==> config.mk <==
export PLATFORM = sky130hd
export DESIGN_NAME = lwwpf_queue
export DESIGN_NICKNAME = d
export VERILOG_FILES = /design/src/design/lwwpf_pkg.sv /design/src/design/lwwpf_queue.sv
export SDC_FILE = /design/constraint.sdc
export NUM_CORES = 1
export LEC_CHECK = 0
export BUFFER_PORTS_ARGS = -buffer_cell sky130_fd_sc_hd__buf_2
export CAP_MARGIN = 20
export CELL_PAD_IN_SITES_DETAIL_PLACEMENT = 0
export CELL_PAD_IN_SITES_GLOBAL_PLACEMENT = 1
export CORE_MARGIN = 2
export CORE_UTILIZATION = 46
export CTS_BUF_LIST = sky130_fd_sc_hd__clkbuf_8
export CTS_CLUSTER_DIAMETER = 30
export DETAILED_ROUTE_END_ITERATION = 16
export HOLD_SLACK_MARGIN = 0.06
export PLACE_DENSITY = 0.85
export SKIP_CTS_REPAIR_TIMING = 1
export SLEW_MARGIN = 20
export SYNTH_ARGS = -nofsm -noshare
export SYNTH_HDL_FRONTEND = slang
export SYNTH_SLANG_ARGS = --single-unit
==> constraint.sdc <==
create_clock -name clk_i -period 5.6 [get_ports clk_i]
set_clock_uncertainty 0.1 [all_clocks]
set_input_delay 1.12 -clock clk_i [delete_from_list [all_inputs] [get_ports clk_i]]
set_output_delay 1.12 -clock clk_i [all_outputs]
set_load 0.05 [all_outputs]
==> src/design/lwwpf_pkg.sv <==
// ----------------------------------------------------------------------------
// Weak pixel finder package
// Shared types and constants for the label window weak pixel finder.
// ----------------------------------------------------------------------------
`default_nettype none

package lwwpf_pkg;

  localparam int unsigned CFG_IDX_W   = 3;
  localparam int unsigned CFG_DATA_W  = 11;
  localparam int unsigned DIM_W       = 11;
  localparam int unsigned ROW_W       = 10;
  localparam int unsigned MIN_DIM     = 3;
  localparam int unsigned MAX_HEIGHT  = 1024;
  localparam int unsigned IDX_W       = 20;
  localparam int unsigned OUT_LABEL_W = 16;
  localparam int unsigned RING_N      = 8;
  localparam int unsigned Q_DEPTH     = 4;
  localparam int unsigned Q_PTR_W     = $clog2(Q_DEPTH);
  localparam int unsigned Q_CNT_W     = $clog2(Q_DEPTH + 1);

  typedef enum logic [CFG_IDX_W-1:0] {
    CFG_FRAME_WIDTH     = 3'd0,
    CFG_FRAME_HEIGHT    = 3'd1,
    CFG_NEIGHBOUR_LIMIT = 3'd2,
    CFG_COMBINED_LIMIT  = 3'd3,
    CFG_PAIR_INCREMENT  = 3'd4
  } cfg_idx_e;

  typedef struct packed {
    logic [DIM_W-1:0]  frame_width;
    logic [DIM_W-1:0]  frame_height;
    logic [3:0]        neighbour_limit;
    logic signed [5:0] combined_limit;
    logic signed [1:0] pair_increment;
  } cfg_t;

  typedef struct packed {
    logic [IDX_W-1:0]       index;
    logic [OUT_LABEL_W-1:0] label;
    logic                   moved;
    logic [RING_N-1:0]      hits;
  } q_entry_t;

endpackage

`default_nettype wire

==> src/design/lwwpf_queue.sv <==
// ----------------------------------------------------------------------------
// Weak pixel finder queue
// Short queue of judged pixels between the front end and the scorer.
// ----------------------------------------------------------------------------
`default_nettype none

module lwwpf_queue (
  input  wire logic                           clk_i,
  input  wire logic                           rst_ni,
  input  wire logic                           push_i,
  input  wire lwwpf_pkg::q_entry_t            entry_i,
  input  wire logic                           pop_i,
  output lwwpf_pkg::q_entry_t                 head_o,
  output logic                                empty_o,
  output logic [lwwpf_pkg::Q_CNT_W-1:0]       level_o
);

  lwwpf_pkg::q_entry_t                 slot_q [lwwpf_pkg::Q_DEPTH];
  logic [lwwpf_pkg::Q_PTR_W-1:0]       wr_ptr_q, rd_ptr_q;
  logic [lwwpf_pkg::Q_CNT_W-1:0]       count_q;

  assign head_o  = slot_q[rd_ptr_q];
  assign empty_o = (count_q == '0);
  assign level_o = count_q;

  always_ff @(posedge clk_i) begin
    if (push_i) begin
      slot_q[wr_ptr_q] <= entry_i;
    end
  end

  always_ff @(posedge clk_i or negedge rst_ni) begin
    if (!rst_ni) begin
      wr_ptr_q <= '0;
      rd_ptr_q <= '0;
      count_q  <= '0;
    end else begin
      if (push_i) begin
        wr_ptr_q <= wr_ptr_q + lwwpf_pkg::Q_PTR_W'(1);
      end
      if (pop_i) begin
        rd_ptr_q <= rd_ptr_q + lwwpf_pkg::Q_PTR_W'(1);
      end
      if (push_i && !pop_i) begin
        count_q <= count_q + lwwpf_pkg::Q_CNT_W'(1);
      end else if (pop_i && !push_i) begin
        count_q <= count_q - lwwpf_pkg::Q_CNT_W'(1);
      end
    end
  end

endmodule

`default_nettype wire

* Word level (Yosys, flattened, before mapping) *
Memories as Yosys holds them, arrays and structs flattened.
Cells that the tools add are included.

storage, ports and cells
  bits in registers = 7
  memory bits (writable) = 180
  output and inout bits = 49
  logic and storage cells = 18
  memories = 1

operators by class
  add/subtract/negate cells = 4
  mux-type cells = 4
  reductions and logical operators = 6

memories
  memory  depth  bits a word  rd ports  clocked after memory_dff  wr ports  line               RTL
  slot_q  4      45           1         0                         1         lwwpf_queue.sv:18  lwwpf_pkg::q_entry_t slot_q [lwwpf_pkg::Q_DEPTH];

operators by type and width
  cell                                                                 count
  3-bit 2-to-1 mux                                                     2
  2-bit by 1-bit adder with 2-bit output (second input constant)       2
  3-bit by 1-bit adder with 3-bit output (second input constant)       1
  3-bit zero test                                                      1
  3-bit by 1-bit subtractor with 3-bit output (second input constant)  1
  1-bit logical AND                                                    2
  1-bit zero test                                                      2
  1-bit 2-to-1 mux                                                     2
  2-bit nonzero test                                                   1

* Depth between registers and ports, before layout *
  depth in word-level cells = 4
  gate-level depth with buffers = 7

* Worst setup path before layout *
Ideal clock, no wire load.

  path type = reg-to-output
  from = register count_q, in the netlist level_o[0]
  to = output port empty_o
  arrival = 1765 ps
  data required time = 4380 ps
  setup slack = 2615 ps
  cell stages (with the launch flop) = 2
  buffers on the path = 0
  cell sequence = dfrtp_1 nor3_1

on the way
  longest elaborated chain between the ends = 1

RTL lines
  element                   line               RTL
  start: declaration        lwwpf_queue.sv:20  logic [lwwpf_pkg::Q_CNT_W-1:0] count_q;
  start signal: assignment  lwwpf_queue.sv:45  count_q <= count_q + lwwpf_pkg::Q_CNT_W'(1);
  start signal: assignment  lwwpf_queue.sv:47  count_q <= count_q - lwwpf_pkg::Q_CNT_W'(1);
  3-bit zero test           lwwpf_queue.sv:23  assign empty_o = (count_q == '0);
  end: declaration          lwwpf_queue.sv:14  output logic empty_o,

Every way passes these cells.

==> flow_metrics.tcl <==
set metrics [dict create \
    yosysTopAreaCell "edfxtp_1" \
    drtIter0Drc 219 \
    syn_nets 323 \
    period_needed_ps 3630 \
    rrSetupSlack_ps 3780 \
    clkLatencyLatePin_ps 440 \
    numClockSinks 187 \
    synth_warnings 0 \
    syn_area_mm2 0.00690 \
    syn_avg_cell_area_um2 25.7 \
    syn_inst 268 \
    reg2reg_from "wr_ptr_q[0]$_DFFE_PN0P_" \
    synth.cells.most_frequent "edfxtp_1 (180), mux4_2 (45), dfrtp_1 (7)" \
    fin_nets 433 \
    outcome "completed" \
    path_clk_slew_ps 90 \
    drc 0 \
    synth_ff_type "edfxtp_1" \
    grt_pass1_wl_um 17600 \
    root_buffer "clkbuf_8" \
    postRouteAntennaNets 0 \
    arrival_ps 2410 \
    cts_tree "done" \
    grt_antenna_before_repair 2 \
    fin_hold_ws_ps 392 \
    area.growth.synth_to_final_pct 15.3 \
    reg2reg_to "slot_q[2][21]$_DFFE_PP_" \
    synth-seq-cells 187 \
    routed_via_density 5.24 \
    synth_edf_count 180 \
    setup_tns_ps 0 \
    start_util_pct 47.3 \
    yosysTopAreaCellShare_pct 78.3 \
    grt_pass1_vias 3231 \
    crit_fanout 47 \
    rr_worst_depth 4 \
    gp_congestion 0.665 \
    clockBufferDepth 2 \
    layout-drive-gt1-share_pct 45.8 \
    hold_class "in2async" \
    dieArea_mm2 0.0160 \
    drv_slew 0 \
    fin_crit_sh_pct 64.9 \
    io_pins 98 \
    port_buffers 97 \
    yosysMostFrequentCell "edfxtp_1" \
    die_y_um 126 \
    yosysSeqAreaShare_pct 80.9 \
    antenna_cells 0 \
    async_reset_ff_share_pct 3.74 \
    cts-buffers-inserted 17 \
    first_pass_iters 7 \
    setup_viol 0 \
    drv_cap 0 \
    critPathCaptureType "output pin" \
    synthTopCellsByArea "edfxtp_1 (78%), mux4_2 (15%), dfrtp_1 (2.5%)" \
    max_freq_mhz 275 \
    die_x_um 126 \
    hold_viol 0 \
    overflow 0 \
    grt_max_degree 48 \
    ir_drop_uv 362 \
    place_hpwl_um 6330 \
    core_region_area_mm2 0.0146 \
    num_rows 44 \
    htree_levels 4 \
    crit_path_start_kind "register" \
    tightest_slew_ps 957 \
    num_vias 3015 \
    gr-usage-all-layers_pct 15.0 \
    rsz0062_at_grt "false" \
    power_w 0.00465 \
    power_density_mw_per_mm2 585 \
    synth.distinct_cells 19 \
    critPathRequiredTime_ps 4380 \
    wl_per_cell_um 19.6 \
    final_util_pct 54.5 \
    path_class "reg2out" \
    drt_wl_total_um 11300 \
    power_leakage_nw 2.74 \
    slew_headroom_pct 36.2 \
]
## registers in the layout (all words and copies together), names as in the netlist
| signal | flops |
|---|---|
| level_o | 3 |
| rd_ptr_q | 2 |
| slot_q | 180 |
| wr_ptr_q | 2 |
## how the worst max path moves through the flow
stage                                        from    endpoint  slack [ps]
after CTS                 rd_ptr_q[0]$_DFFE_PN0P_  head_o[39]        1850
after floorplan            level_o[0]$_DFFE_PN0P_     empty_o        2610
final                     rd_ptr_q[0]$_DFFE_PN0P_  head_o[39]        1970
after detailed placement  rd_ptr_q[0]$_DFFE_PN0P_  head_o[39]        2370
after global routing      rd_ptr_q[0]$_DFFE_PN0P_  head_o[39]        1750
after global placement    rd_ptr_q[0]$_DFFE_PN0P_  head_o[39]        2370
## cells by family (layout without fill, tap and decap cells)
logic type | Yosys count | after routing | synth area share, %
buf+inv | 14 | 137 | 1.65
simple gates | 8 | 8 | 0.598
compound gates | 1 | 1 | 0.0725
flops | 187 | 187 | 80.9
fa+ha+maj | 6 | 6 | 1.20
xor+xnor | 6 | 6 | 0.762
mux | 46 | 46 | 14.9
## layout by cell type, fill, tap and decap left out, types with 2 or more instances in the layout
cell,instances
bufinv_16,3
dfrtp_1,5
buf_4,4
inv_1,7
dfrtp_4,2
and2_2,4
mux4_2,45
buf_2,97
xor2_1,4
xnor2_1,2
ha_1,5
clkbuf_8,17
edfxtp_1,180
clkinv_1,3
nand2_1,2
clkinv_4,4
## cell type report
cell class | instances | area, um2
clock buffer | 17 | 234
multi-input combinational | 67 | 1210
fill | 1128 | 6640
inverter | 4 | 15.0
clock inverter | 15 | 160
timing repair buffer | 101 | 515
sequential | 187 | 5590
tap | 184 | 230
## through the flow
stage	setup WS (ps)	instance area, um2	cells
6_report	1970	7950	575
5_1_grt	1750	7950	575
4_1_cts	1850	7950	575
3_5_place_dp	2370	7560	543
3_3_place_gp	2370	7560	543
2_1_floorplan	2610	6900	268
## power breakdown
part	total (W)	switching (W)	internal [W]	leakage, nW
sequential	0.00207	0.000240	0.00183	1.73
combinational	0.00171	0.00116	0.000543	0.803
clock	0.000871	0.000437	0.000433	0.206
total	0.00465	0.00184	0.00281	2.74
## worst max-delay path: stages (launching register included)
cell and delay (ps):
dfrtp_4 1080, mux4_2 640, buf_2 230
## layer usage
metal / global-route usage [%] / vias up / share of wire [%]
met1: 18.7 / 1569 / 42
met4: 4.65 / 2 / 1.1
met3: 5.95 / 16 / 6.2
met5: 0 / - / 0.12
li1: - / 1347 / -
met2: 24.3 / 81 / 51
Note: power is estimated with default switching activity, not from simulation.
