==> src/design/lwwpf_pkg.sv <==
// ----------------------------------------------------------------------------
// Weak pixel finder package
// Shared types and constants for the label window weak pixel finder.
// ----------------------------------------------------------------------------
`default_nettype none

package lwwpf_pkg;

  localparam int unsigned CFG_IDX_W   = 3;
  localparam int unsigned CFG_DATA_W  = 11;
  localparam int unsigned DIM_W       = 11;
  localparam int unsigned ROW_W       = 10;
  localparam int unsigned MIN_DIM     = 3;
  localparam int unsigned MAX_HEIGHT  = 1024;
  localparam int unsigned IDX_W       = 20;
  localparam int unsigned OUT_LABEL_W = 16;
  localparam int unsigned RING_N      = 8;
  localparam int unsigned Q_DEPTH     = 4;
  localparam int unsigned Q_PTR_W     = $clog2(Q_DEPTH);
  localparam int unsigned Q_CNT_W     = $clog2(Q_DEPTH + 1);

  typedef enum logic [CFG_IDX_W-1:0] {
    CFG_FRAME_WIDTH     = 3'd0,
    CFG_FRAME_HEIGHT    = 3'd1,
    CFG_NEIGHBOUR_LIMIT = 3'd2,
    CFG_COMBINED_LIMIT  = 3'd3,
    CFG_PAIR_INCREMENT  = 3'd4
  } cfg_idx_e;

  typedef struct packed {
    logic [DIM_W-1:0]  frame_width;
    logic [DIM_W-1:0]  frame_height;
    logic [3:0]        neighbour_limit;
    logic signed [5:0] combined_limit;
    logic signed [1:0] pair_increment;
  } cfg_t;

  typedef struct packed {
    logic [IDX_W-1:0]       index;
    logic [OUT_LABEL_W-1:0] label;
    logic                   moved;
    logic [RING_N-1:0]      hits;
  } q_entry_t;

endpackage

`default_nettype wire

==> src/design/lwwpf_back.sv <==
// ----------------------------------------------------------------------------
// Weak pixel finder scorer
// Counts matches and adjacent pairs, applies the limits and holds the
// result in the output register.
// ----------------------------------------------------------------------------
`default_nettype none

module lwwpf_back (
  input  wire logic                 clk_i,
  input  wire logic                 rst_ni,
  input  wire lwwpf_pkg::cfg_t      cfg_i,
  input  wire lwwpf_pkg::q_entry_t  head_i,
  input  wire logic                 empty_i,
  output logic                      pop_o,
  output logic                      out_valid_o,
  input  wire logic                 out_stall_i,
  output logic [19:0]               center_index_o,
  output logic [15:0]               center_label_o,
  output logic                      reassign_flag_o
);

  logic              out_valid_q;
  logic [19:0]       index_q;
  logic [15:0]       label_q;
  logic              flag_q;
  logic [3:0]        cnt, pcnt;
  logic signed [6:0] inc_s, lim_s, score;
  logic              flag;

  always_comb begin
    cnt   = 4'($countones(head_i.hits));
    pcnt  = 4'($countones(head_i.hits & {head_i.hits[0], head_i.hits[7:1]}));
    inc_s = {{5{cfg_i.pair_increment[1]}}, cfg_i.pair_increment};
    lim_s = {cfg_i.combined_limit[5], cfg_i.combined_limit};
    score = signed'({3'b000, cnt}) + signed'({3'b000, pcnt}) * inc_s;
    flag  = (cnt <= cfg_i.neighbour_limit) && (score <= lim_s) && !head_i.moved;
  end

  assign pop_o = !empty_i && (!out_valid_q || !out_stall_i);

  always_ff @(posedge clk_i or negedge rst_ni) begin
    if (!rst_ni) begin
      out_valid_q <= 1'b0;
    end else if (pop_o) begin
      out_valid_q <= 1'b1;
    end else if (!out_stall_i) begin
      out_valid_q <= 1'b0;
    end
  end

  always_ff @(posedge clk_i) begin
    if (pop_o) begin
      index_q <= head_i.index;
      label_q <= head_i.label;
      flag_q  <= flag;
    end
  end

  assign out_valid_o     = out_valid_q;
  assign center_index_o  = index_q;
  assign center_label_o  = label_q;
  assign reassign_flag_o = flag_q;

endmodule

`default_nettype wire

==> config.mk <==
export PLATFORM = sky130hd
export DESIGN_NAME = lwwpf_back
export DESIGN_NICKNAME = d
export VERILOG_FILES = /design/src/design/lwwpf_pkg.sv /design/src/design/lwwpf_back.sv
export SDC_FILE = /design/constraint.sdc
export NUM_CORES = 1
export LEC_CHECK = 0
export ABC_AREA = 1
export BUFFER_PORTS_ARGS = -buffer_cell sky130_fd_sc_hd__buf_2
export CAP_MARGIN = 15
export CORE_MARGIN = 1
export CORE_UTILIZATION = 48
export DETAILED_ROUTE_END_ITERATION = 8
export PLACE_DENSITY = 0.86
export RECOVER_POWER = 50
export SLEW_MARGIN = 20
export SYNTH_ARGS = -nofsm -noshare
export SYNTH_HDL_FRONTEND = slang
export SYNTH_SLANG_ARGS = --single-unit
==> constraint.sdc <==
create_clock -name clk_i -period 4.25 [get_ports clk_i]
set_input_delay 0 -clock clk_i [delete_from_list [all_inputs] [get_ports clk_i]]
set_output_delay 0 -clock clk_i [all_outputs]
set_load 0.03 [all_outputs]
Word level (Yosys, flattened, before mapping)

Cells that the tools add are included.

Logic and storage cells: 34
Input port bits: 83
Output and inout bits: 39
Bits in registers: 38

Magnitude comparators: 2
Reductions and logical operators: 8
$add $sub $neg: 15
Bitwise operators: 1
$mul: 1
Muxes and demuxes: 2
Equal/unequal tests: 1

Operators with widths:

| cell                                    | number |
|---|---|
| adder 1 x 1 -> 2 bit                    | 8 |
| adder 2 x 2 -> 3 bit                    | 4 |
| adder 3 x 3 -> 4 bit                    | 2 |
| AND 8 bit                               | 1 |
| adder 5 x 7 -> 7 bit                    | 1 |
| less-or-equal comparator 7 x 6 -> 1 bit | 1 |
| multiplier 5 x 2 -> 7 bit               | 1 |
| less-or-equal comparator 4 bit          | 1 |
| logical NOT 1 bit                       | 4 |
| logical AND 1 bit                       | 3 |
| two-way mux 1 bit                       | 2 |
| != test 2 bit (second input constant)   | 1 |
| logical OR 1 bit                        | 1 |

Logic depth before layout (Yosys ltp)

Gate-level depths: netlist (run 1).

Word-level depth: 9
Mapped depth: 28
Gate-level depth less buffers: 28

Least setup slack after synthesis (run 1)

OpenSTA, ideal clock, no wires.

Kind: input port to flip-flop
From: input port head_i[0] in the netlist's numbering
To: register flag_q (netlist: reassign_flag_o), data pin
Path buffers: 0
Library setup time: 0.249 ns
Arrival: 4.801 ns
Stages on the path: 24
Required time: 4.001 ns
Setup slack: -0.800 ns
Cells stage by stage: ha_1 -> inv_1 -> fa_1 -> fa_1 -> inv_1 -> fa_1 -> ha_1 -> fa_1 -> or2_2 -> fa_1 -> inv_1 -> ha_1 -> a21o_1 -> a31oi_1 -> xor2_1 -> inv_1 -> ha_1 -> inv_1 -> nor2_1 -> nand2_1 -> nand3_1 -> nand3_1 -> nand2_1 -> inv_1

Longest elaborated chain between the ends: 9

Ends and longest elaborated chain:

| item                                       | line             | source |
|---|---|---|
| start: declaration                         | lwwpf_back.sv:12 | `input wire lwwpf_pkg::q_entry_t head_i,` |
| AND 8 bit                                  | lwwpf_back.sv:32 | `pcnt = 4'($countones(head_i.hits & {head_i.hits[0], head_i.hits[7:1]}));` |
| adder 1 x 1 -> 2 bit (implied by the code) | lwwpf_back.sv:32 |  |
| adder 2 x 2 -> 3 bit (implied by the code) | lwwpf_back.sv:32 |  |
| adder 3 x 3 -> 4 bit (implied by the code) | lwwpf_back.sv:32 |  |
| multiplier 5 x 2 -> 7 bit                  | lwwpf_back.sv:35 | `score = signed'({3'b000, cnt}) + signed'({3'b000, pcnt}) * inc_s;` |
| adder 5 x 7 -> 7 bit                       | lwwpf_back.sv:35 |  |
| less-or-equal comparator 7 x 6 -> 1 bit    | lwwpf_back.sv:36 | `flag = (cnt <= cfg_i.neighbour_limit) && (score <= lim_s) && !head_i.moved;` |
| logical AND 1 bit (*) (2 in series)        | lwwpf_back.sv:36 |  |
| named net flag                             | lwwpf_back.sv:28 | `logic flag;` |
| end signal: assignment                     | lwwpf_back.sv:55 | `flag_q <= flag;` |
| end: declaration                           | lwwpf_back.sv:25 | `logic flag_q;` |

Mark *: on every way through the listed nets, which the timed path passes. The rest lies on a longest branch.
A chain may end at the register's enable or synchronous reset.

Worst setup path in the final report (run 1)

Same ends and word-level chain as after synthesis.

==> metrics.csv, run 1 <==
metric;value;unit
clock buffer count from CTS;5;
Yosys reg bits;38;
CP Class;in -> reg;
antenna viol nets, final;0;
Post-Route WL;5950;µm
clk buf depth;2;
# Max-Cap Violations;0;
Synth async-reset ratio;2.63;%
final worst slack;-0.418;ns
Main synth FF type;edfxtp_1;
Leak;1.72;nW
crit path launch type;input port;
Non-Filler Instances;405;
remaining global-route overflow;0;
pre-CTS WS;-0.813;ns
area occupied by multi-input gates;950;µm²
Starting Density;49.8;%
fill count;274;
Worst Tran Pin Value;0.696;ns
R2R cell count;2;
Vias/cell;4.84;
fin crit period;4.67;ns
RSZ-0062 raised after global routing;true;
period utilisation layout;110;%
Finished Core Util;80.2;%
Avg Cell Area, Syn;11.5;µm²
Die H;69.2;µm
drt wl/cell;14.7;µm
GRT Total Usage;25.7;%
WP depth;25;
Buf/Inv on CP;5;
cell with the most instances after synthesis;inv_1;
Max IR drop VDD;298;µV
Crit Path Max Fanout;4;
Critical Path AT;4.72;ns
Critical Path RT;4.30;ns
part of the Yosys area used for sequential elements;52.4;%
top cells by count, synth;inv_1, edfxtp_1, nand2_1;
failing checks;negative setup slack;
via count;1959;
vias in the first global route;1998;
ANT cells;0;
Final setup violation count;1;
DRC;0;
share of layout cells above drive strength 1;34.6;%
IO buf count;99;
Initial DRT Pass Iterations;4;
violation count after the first detailed-route iteration;110;
max incr delay on CP;0.49;ns
antenna violations before repair;0;
CTS root buf;clkbuf_8;
fmax;214;MHz
Worst-Skew Late Latency;0.29;ns
Die Span X;69.2;µm
Reg area;1140;µm²
Area contributors post-synth;edfxtp_1, ha_1, fa_1, inv_1, nand2_1;
Area Growth Syn to Fin;61.0;%
global-route wire length before repair;9340;µm
core area;4350;µm²
Die Area;4790;µm²
largest net degree at the start of global routing;39;
Power Dens Cells;442;nW/µm²
cells after synthesis;189;
run status;finished, violations left;
Cell Rows;24;
worst clock skew;0.00810;ns
syn_nets;307;
# clock sinks;38;
final hold vios;0;
Final nets;470;
EDFF count, synth;37;
I/O Pins;122;
clock-pin slew on the worst setup and hold paths;0.07;ns
Max Slew Vio Count;0;
Yosys cell types;18;
Yosys top cell area share;51.2;%
# H-tree levels;2;
crit end category;flop;
most used cell, CP;fa_1;
Slowest-stage cell, CP;fa_1;
dpl cells;356;
Worst Hold Class;in -> async;
Worst slew margin;53.5;%
synth warn;0;
leading area contributor after synthesis;edfxtp_1;
GPL Wtd Cong;0.876;
HPWL after detailed placement;3770;µm
CTS tree;built;
Mapped Area;2170;µm²
kind of cell adding the most delay to the critical path;adder cells;
[cell type report]
cell class | count | area share [%]
Timing Repair Buffer | 156 | 29.0
Sequential cell | 38 | 32.5
Clock buffer | 5 | 1.97
Clock inverter | 3 | 1.83
Inverter | 52 | 5.59
Tap cell | 52 | 1.86
Multi-Input combinational cell | 99 | 27.2
[layer usage]
metal  part of all wire, %  track usage [%]  up-vias
met1                    37             28.9      921
li1                      -                -      930
met3                   7.3             7.27       19
met2                    52             45.3       89
met5                     0                0        -
met4                   3.5             11.3        0
[final timing paths]
path                                           end        start  slack [ns]
worst max register to register   center_label_o[6]  out_valid_o        2.69
worst max-delay path               reassign_flag_o    head_i[0]       -0.42
worst min register to register  center_index_o[12]  out_valid_o        0.79
worst min-delay path                   out_valid_o       rst_ni        0.03
max in group asynchronous              out_valid_o       rst_ni        4.14
min in group clk_i                 reassign_flag_o    head_i[8]        0.11
[kinds of logic after synthesis]
kind of cell / share of synthesized area, %
AO/OA/AOI/OAI: 3.06
XOR/XNOR: 2.42
adder cells (fa/ha/maj): 24.3
buffers and inverters: 9.00
flip-flops: 52.4
AND/OR/NAND/NOR: 8.82
[state kept, by name, summed over array words and instances, names as in the netlist]
register and flops:
reassign_flag_o 1, out_valid_o 1, center_index_o 20, center_label_o 16
[stage by stage]
step                power [W]  area [µm²]  TNS, ns  hold WS (ns)
finish                0.00154        3490   -0.418        0.0255
global route          0.00166        3490   -0.628        0.0345
global placement      0.00108        2920   -0.701        -0.224
CTS                   0.00151        3480   -0.384        0.0155
floorplan            0.000903        2220   -0.437        -0.296
detailed placement    0.00111        2920   -0.813        -0.223
[layout by cell type (no fill, tap or decap), types with 2 or more instances in the layout]
master	instances
a21oi_1	5
buf_2	71
buf_4	17
buf_8	2
bufinv_16	2
clkbuf_1	25
clkbuf_8	5
dlygate4sd3_1	39
edfxtp_1	37
fa_1	9
fa_2	3
ha_1	18
ha_2	2
ha_4	3
inv_1	50
inv_2	2
nand2_1	27
nand2_2	2
nand3_1	4
nand3_2	3
nand4_1	3
nor2_1	3
nor2_2	2
xnor2_1	3
xor2_1	2
[power breakdown]
part / total [W] / switching (W) / leakage, nW / internal [W]
logic: 0.000736 / 0.000392 / 1.29 / 0.000344
clock network: 0.000361 / 0.000129 / 0.0658 / 0.000232
registers: 0.000446 / 0.00000798 / 0.364 / 0.000438
total: 0.00154 / 0.000529 / 1.72 / 0.00101
[repair_timing]
| item | in CTS | in global routing |
|---|---|---|
| setup endpoints to repair | 1 | 1 |
| gates resized for setup | 10 | 7 |
| hold endpoints to repair | 38 | 0 |
| pin swaps | 5 | 5 |
| hold buffers | 39 | 0 |
| setup buffers | 1 | 0 |
| gates cloned | 0 | 0 |
Note: power is estimated with default switching activity, not from simulation.
==> inputs of run 2 (changes only) <==
Settings changed: RECOVER_POWER 50 to 100, SLEW_MARGIN 20 to 5.
==> run 2 against run 1 <==
The run ends with max-capacitance violations, max-slew violations, negative setup slack left. Clock power hardly changed. Via count is 0.92% lower. Worst hold slack worse by 0.00090 ns. Power is 0.51% lower. Final cell count is 0.25% lower. Routed wire length is 0.61% lower.
==> metrics.csv, run 2 (synthesized netlist as in run 1, its figures left out) <==
metric;value;unit
drt wl/cell;14.6;µm
core area;4350;µm²
Leak;1.66;nW
Area after DPL;2920;µm²
CP Class;in -> reg;
failing checks;max-capacitance violations, max-slew violations, negative setup slack;
run status;finished, violations left;
fin crit period;4.66;ns
ANT cells;0;
DRC;0;
Pint;0.00101;W
# Max-Cap Violations;1;
Buf/Inv on CP;5;
Final setup violation count;1;
IO buf count;99;
CTS tree;built;
antenna viol nets, final;0;
Initial DRT Pass Iterations;4;
I/O Pins;122;
antenna violations before repair;0;
GRT Total Usage;25.7;%
Die Area;4790;µm²
Die Span X;69.2;µm
kind of cell adding the most delay to the critical path;adder cells;
Area Growth Syn to Fin;58.7;%
worst clock skew;0.00698;ns
global-route wire length before repair;9340;µm
Net Switching;0.000525;W
share of layout cells above drive strength 1;28.7;%
period utilisation layout;110;%
Vias/cell;4.80;
Critical Path RT;4.30;ns
Worst slew margin;-124;%
fmax;214;MHz
largest net degree at the start of global routing;39;
# clock sinks;38;
Starting Density;49.8;%
Power Total;0.00154;W
Worst Hold Class;in -> async;
clk buf depth;2;
Cell Rows;24;
Crit Path Max Fanout;4;
final instance area;3440;µm²
pre-CTS WS;-0.813;ns
max incr delay on CP;0.49;ns
max FFs per register;20;
Crit. Startpoint;head_i[0];
final worst slack;-0.414;ns
Post-Route WL;5910;µm
Comb pwr share;47.3;%
Critical Path AT;4.72;ns
GPL Wtd Cong;0.876;
Slowest-stage cell, CP;fa_1;
final hold vios;0;
clock buffer count from CTS;5;
via count;1941;
Max Slew Vio Count;39;
Die H;69.2;µm
crit end category;flop;
Power Dens Cells;446;nW/µm²
RSZ-0062 raised after global routing;true;
clock network power share;23.6;%
Reg power frac;29.2;%
clock-pin slew on the worst setup and hold paths;0.07;ns
leading cell types in the layout, fill and taps excluded;buf_2, inv_1, clkbuf_1;
reg2reg start;out_valid_o;
R2R cell count;1;
switching part of the total power;34.2;%
remaining global-route overflow;0;
HPWL after detailed placement;3770;µm
CTS root buf;clkbuf_8;
most used cell, CP;fa_1;
Total Neg Setup Slack;-0.414;ns
vias in the first global route;1998;
Worst-Skew Late Latency;0.29;ns
# H-tree levels;2;
fill count;293;
WP depth;25;
violation count after the first detailed-route iteration;111;
Final nets;469;
Max IR drop VDD;298;µV
crit path launch type;input port;
Worst Tran Pin Value;3.36;ns
most common cell after layout, fill and taps aside;buf_2;
run 2: changes by cell type in the layout (fill, tap and decap cells not counted):
cell,delta
buf_2,-19
clkbuf_1,+19
buf_8,-1
a21oi_4,-1
a21oi_1,+1
run 2: path summary, 6_finish.rpt:
check	endpoint	slack (ns)
max	reassign_flag_o	-0.41
max in group asynchronous	out_valid_o	4.14
min	out_valid_o	0.02
max reg2reg	center_index_o[18]	0.92
min reg2reg	out_valid_o	1.04
min in group clk_i	reassign_flag_o	0.10
run 2: cell type report:
class,instances,area [µm²],area share [%]
Clock inverter,3,63.8,1.85
Sequential cell,38,1140,33.0
Multi-Input combinational cell,99,938,27.3
Clock buffer,5,68.8,2.00
Tap cell,52,65.1,1.89
Timing Repair Buffer,155,975,28.3
Inverter,52,195,5.67
run 2: repair_timing:
action,4_1_cts,5_1_grt
endpoints found under the hold margin,38,0
hold buffers,39,0
setup buffers,1,0
endpoints found under the setup margin,1,1
pin swaps,5,5
resized for setup,10,7
run 2: power groups by stage:
stage / registers, W / logic (W) / clock network [W]
final: 0.000448 / 0.000726 / 0.000362
after floorplan: 0.000497 / 0.000406 / 0
after global placement: 0.000451 / 0.000630 / 0
after detailed placement: 0.000453 / 0.000654 / 0
after global routing: 0.000449 / 0.000819 / 0.000381
after CTS: 0.000445 / 0.000706 / 0.000359
run 2: per-stage QoR:
step	hold WS [ns]	std cells	utilization, %
2_1_floorplan	-0.296	189	-
3_3_place_gp	-0.224	356	67.0
3_5_place_dp	-0.223	356	67.0
4_1_cts	0.0155	404	79.9
5_1_grt	0.0325	404	79.1
6_report	0.0246	404	79.1
run 2: layer usage:
layer | global-route usage (%) | routed length [µm] | vias up
li1 | - | - | 929
met1 | 28.9 | 2200 | 916
met2 | 45.3 | 3110 | 79
met3 | 7.27 | 411 | 17
met4 | 11.3 | 187 | 0
met5 | 0 | 0 | -
==> inputs of run 3 (changes only) <==
Settings changed: BUFFER_PORTS_ARGS -buffer_cell sky130_fd_sc_hd__buf_2 to -buffer_cell sky130_fd_sc_hd__buf_4.
==> run 3 against run 2 <==
The run ends with negative setup slack left. Global-route usage is 2.4 points higher. Power is 1.3% higher. Design area is 4.0% higher. Worst setup slack worse by 0.39 ns. Via count is 7.9% higher. Count of clock-buffer cells in the layout is 1 higher. Critical path depth is 2 higher. Sequential share of layout area is 1.3 points lower. Critical endpoint unchanged. Largest cell class unchanged. Largest power group unchanged.
==> metrics.csv, run 3 (synthesized netlist as in run 1, its figures left out) <==
metric;value;unit
Worst slew margin;3.47;%
fmax;198;MHz
share of layout cells above drive strength 1;31.0;%
Die Area;4790;µm²
largest net degree at the start of global routing;39;
Die H;69.2;µm
Power Total;0.00156;W
leading cell types in the layout, fill and taps excluded;inv_1, clkbuf_1, buf_4;
worst clock skew;0.00753;ns
# Max-Cap Violations;0;
CTS root buf;clkbuf_8;
clock-pin slew on the worst setup and hold paths;0.07;ns
Critical Path AT;5.11;ns
violation count after the first detailed-route iteration;124;
Final nets;472;
Total Neg Setup Slack;-0.807;ns
failing checks;negative setup slack;
# clock sinks;38;
core area;4350;µm²
remaining global-route overflow;0;
Die Span X;69.2;µm
Post-Route WL;7600;µm
# H-tree levels;2;
DRC;0;
antenna violations before repair;0;
final hold vios;0;
area occupied by multi-input gates;977;µm²
Leak;1.70;nW
IO buf count;99;
clk buf depth;2;
period utilisation layout;119;%
GPL Wtd Cong;0.860;
Worst Hold Class;in -> async;
Non-Filler Instances;407;
Power Dens Cells;434;nW/µm²
Reg area;1140;µm²
Starting Density;49.8;%
Max Slew Vio Count;0;
Vias/cell;5.14;
Initial DRT Pass Iterations;4;
Worst-Skew Late Latency;0.30;ns
fill count;272;
Critical Path RT;4.30;ns
HPWL after detailed placement;3830;µm
drt wl/cell;18.7;µm
I/O Pins;122;
Crit Path Max Fanout;5;
max FFs per register;20;
dpl cells;356;
crit path launch type;input port;
Finished Core Util;82.2;%
global-route wire length before repair;10100;µm
final instance area;3580;µm²
antenna viol nets, final;0;
final worst slack;-0.807;ns
Max IR drop VDD;305;µV
vias in the first global route;2089;
Final setup violation count;1;
Worst Tran Pin Value;1.45;ns
Area after DPL;3160;µm²
fin crit period;5.06;ns
Cell Rows;24;
most common cell after layout, fill and taps aside;inv_1;
RSZ-0062 raised after global routing;true;
CP Class;in -> reg;
GRT Total Usage;28.1;%
ANT cells;0;
CTS tree;built;
run status;finished, violations left;
Area Growth Syn to Fin;65.1;%
via count;2094;
clock buffer count from CTS;5;
crit end category;flop;
[run 3: metrics by stage]
| stage | worst slack (ns) | hold WS, ns |
|---|---|---|
| 4_1_cts | -0.420 | 0.0233 |
| 3_5_place_dp | -0.810 | -0.222 |
| 6_report | -0.807 | 0.0415 |
| 3_3_place_gp | -0.700 | -0.224 |
| 5_1_grt | -0.931 | 0.0488 |
| 2_1_floorplan | -0.437 | -0.296 |
[run 3: per-layer routing]
| metal | track usage [%] | vias to the layer above | wire [µm] |
|---|---|---|---|
| met5 | 0 | - | 0 |
| met4 | 11.1 | 0 | 341 |
| met3 | 5.52 | 35 | 610 |
| met2 | 49.0 | 152 | 3950 |
| met1 | 34.2 | 972 | 2700 |
| li1 | - | 935 | - |
[run 3: final timing paths]
path | from | endpoint | slack (ns) | cells after the start
max reg2reg | out_valid_o | center_index_o[9] | 1.40 | 2
min reg2reg | out_valid_o | center_label_o[9] | 0.99 | 1
min in group clk_i | head_i[8] | reassign_flag_o | 0.15 | 4
max | head_i[3] | reassign_flag_o | -0.81 | 27
min | rst_ni | out_valid_o | 0.04 | 2
max in group asynchronous | rst_ni | out_valid_o | 4.13 | 2
[run 3: timing repair]
action | in CTS | in global routing
setup endpoints to repair | 1 | 1
cloned | 0 | 0
endpoints found under the hold margin | 38 | 0
gates resized for setup | 5 | 13
setup buffers | 2 | 1
hold buffers | 39 | 0
pin swaps | 8 | 16
[run 3: final cells by class]
type	count	area share (%)
Clock buffer	6	2.03
Clock inverter	2	0.245
Inverter	52	5.45
Multi-Input combinational cell	99	27.3
Sequential cell	38	31.7
Tap cell	52	1.82
Timing Repair Buffer	158	31.4
[run 3: power breakdown]
group | internal (W) | switching [W]
logic | 0.000397 | 0.000465
registers | 0.000439 | 0.00000829
clock network | 0.000113 | 0.000133
total | 0.000949 | 0.000606
[run 3: critical path, cell delays in order]
cell,delay (ns)
buf_4,0.13
fa_1,0.56
inv_2,0.04
fa_1,0.56
fa_1,0.48
inv_1,0.11
ha_2,0.20
inv_2,0.04
fa_2,0.44
xnor2_4,0.23
inv_2,0.06
fa_1,0.51
inv_2,0.06
ha_4,0.23
a21o_1,0.18
nand2_1,0.08
nand3_2,0.08
xor2_1,0.17
ha_1,0.33
nand3_2,0.13
nor2_2,0.05
nor2_2,0.11
nand2_1,0.06
nand2_1,0.07
nand3_2,0.06
nand2_1,0.08
inv_1,0.05
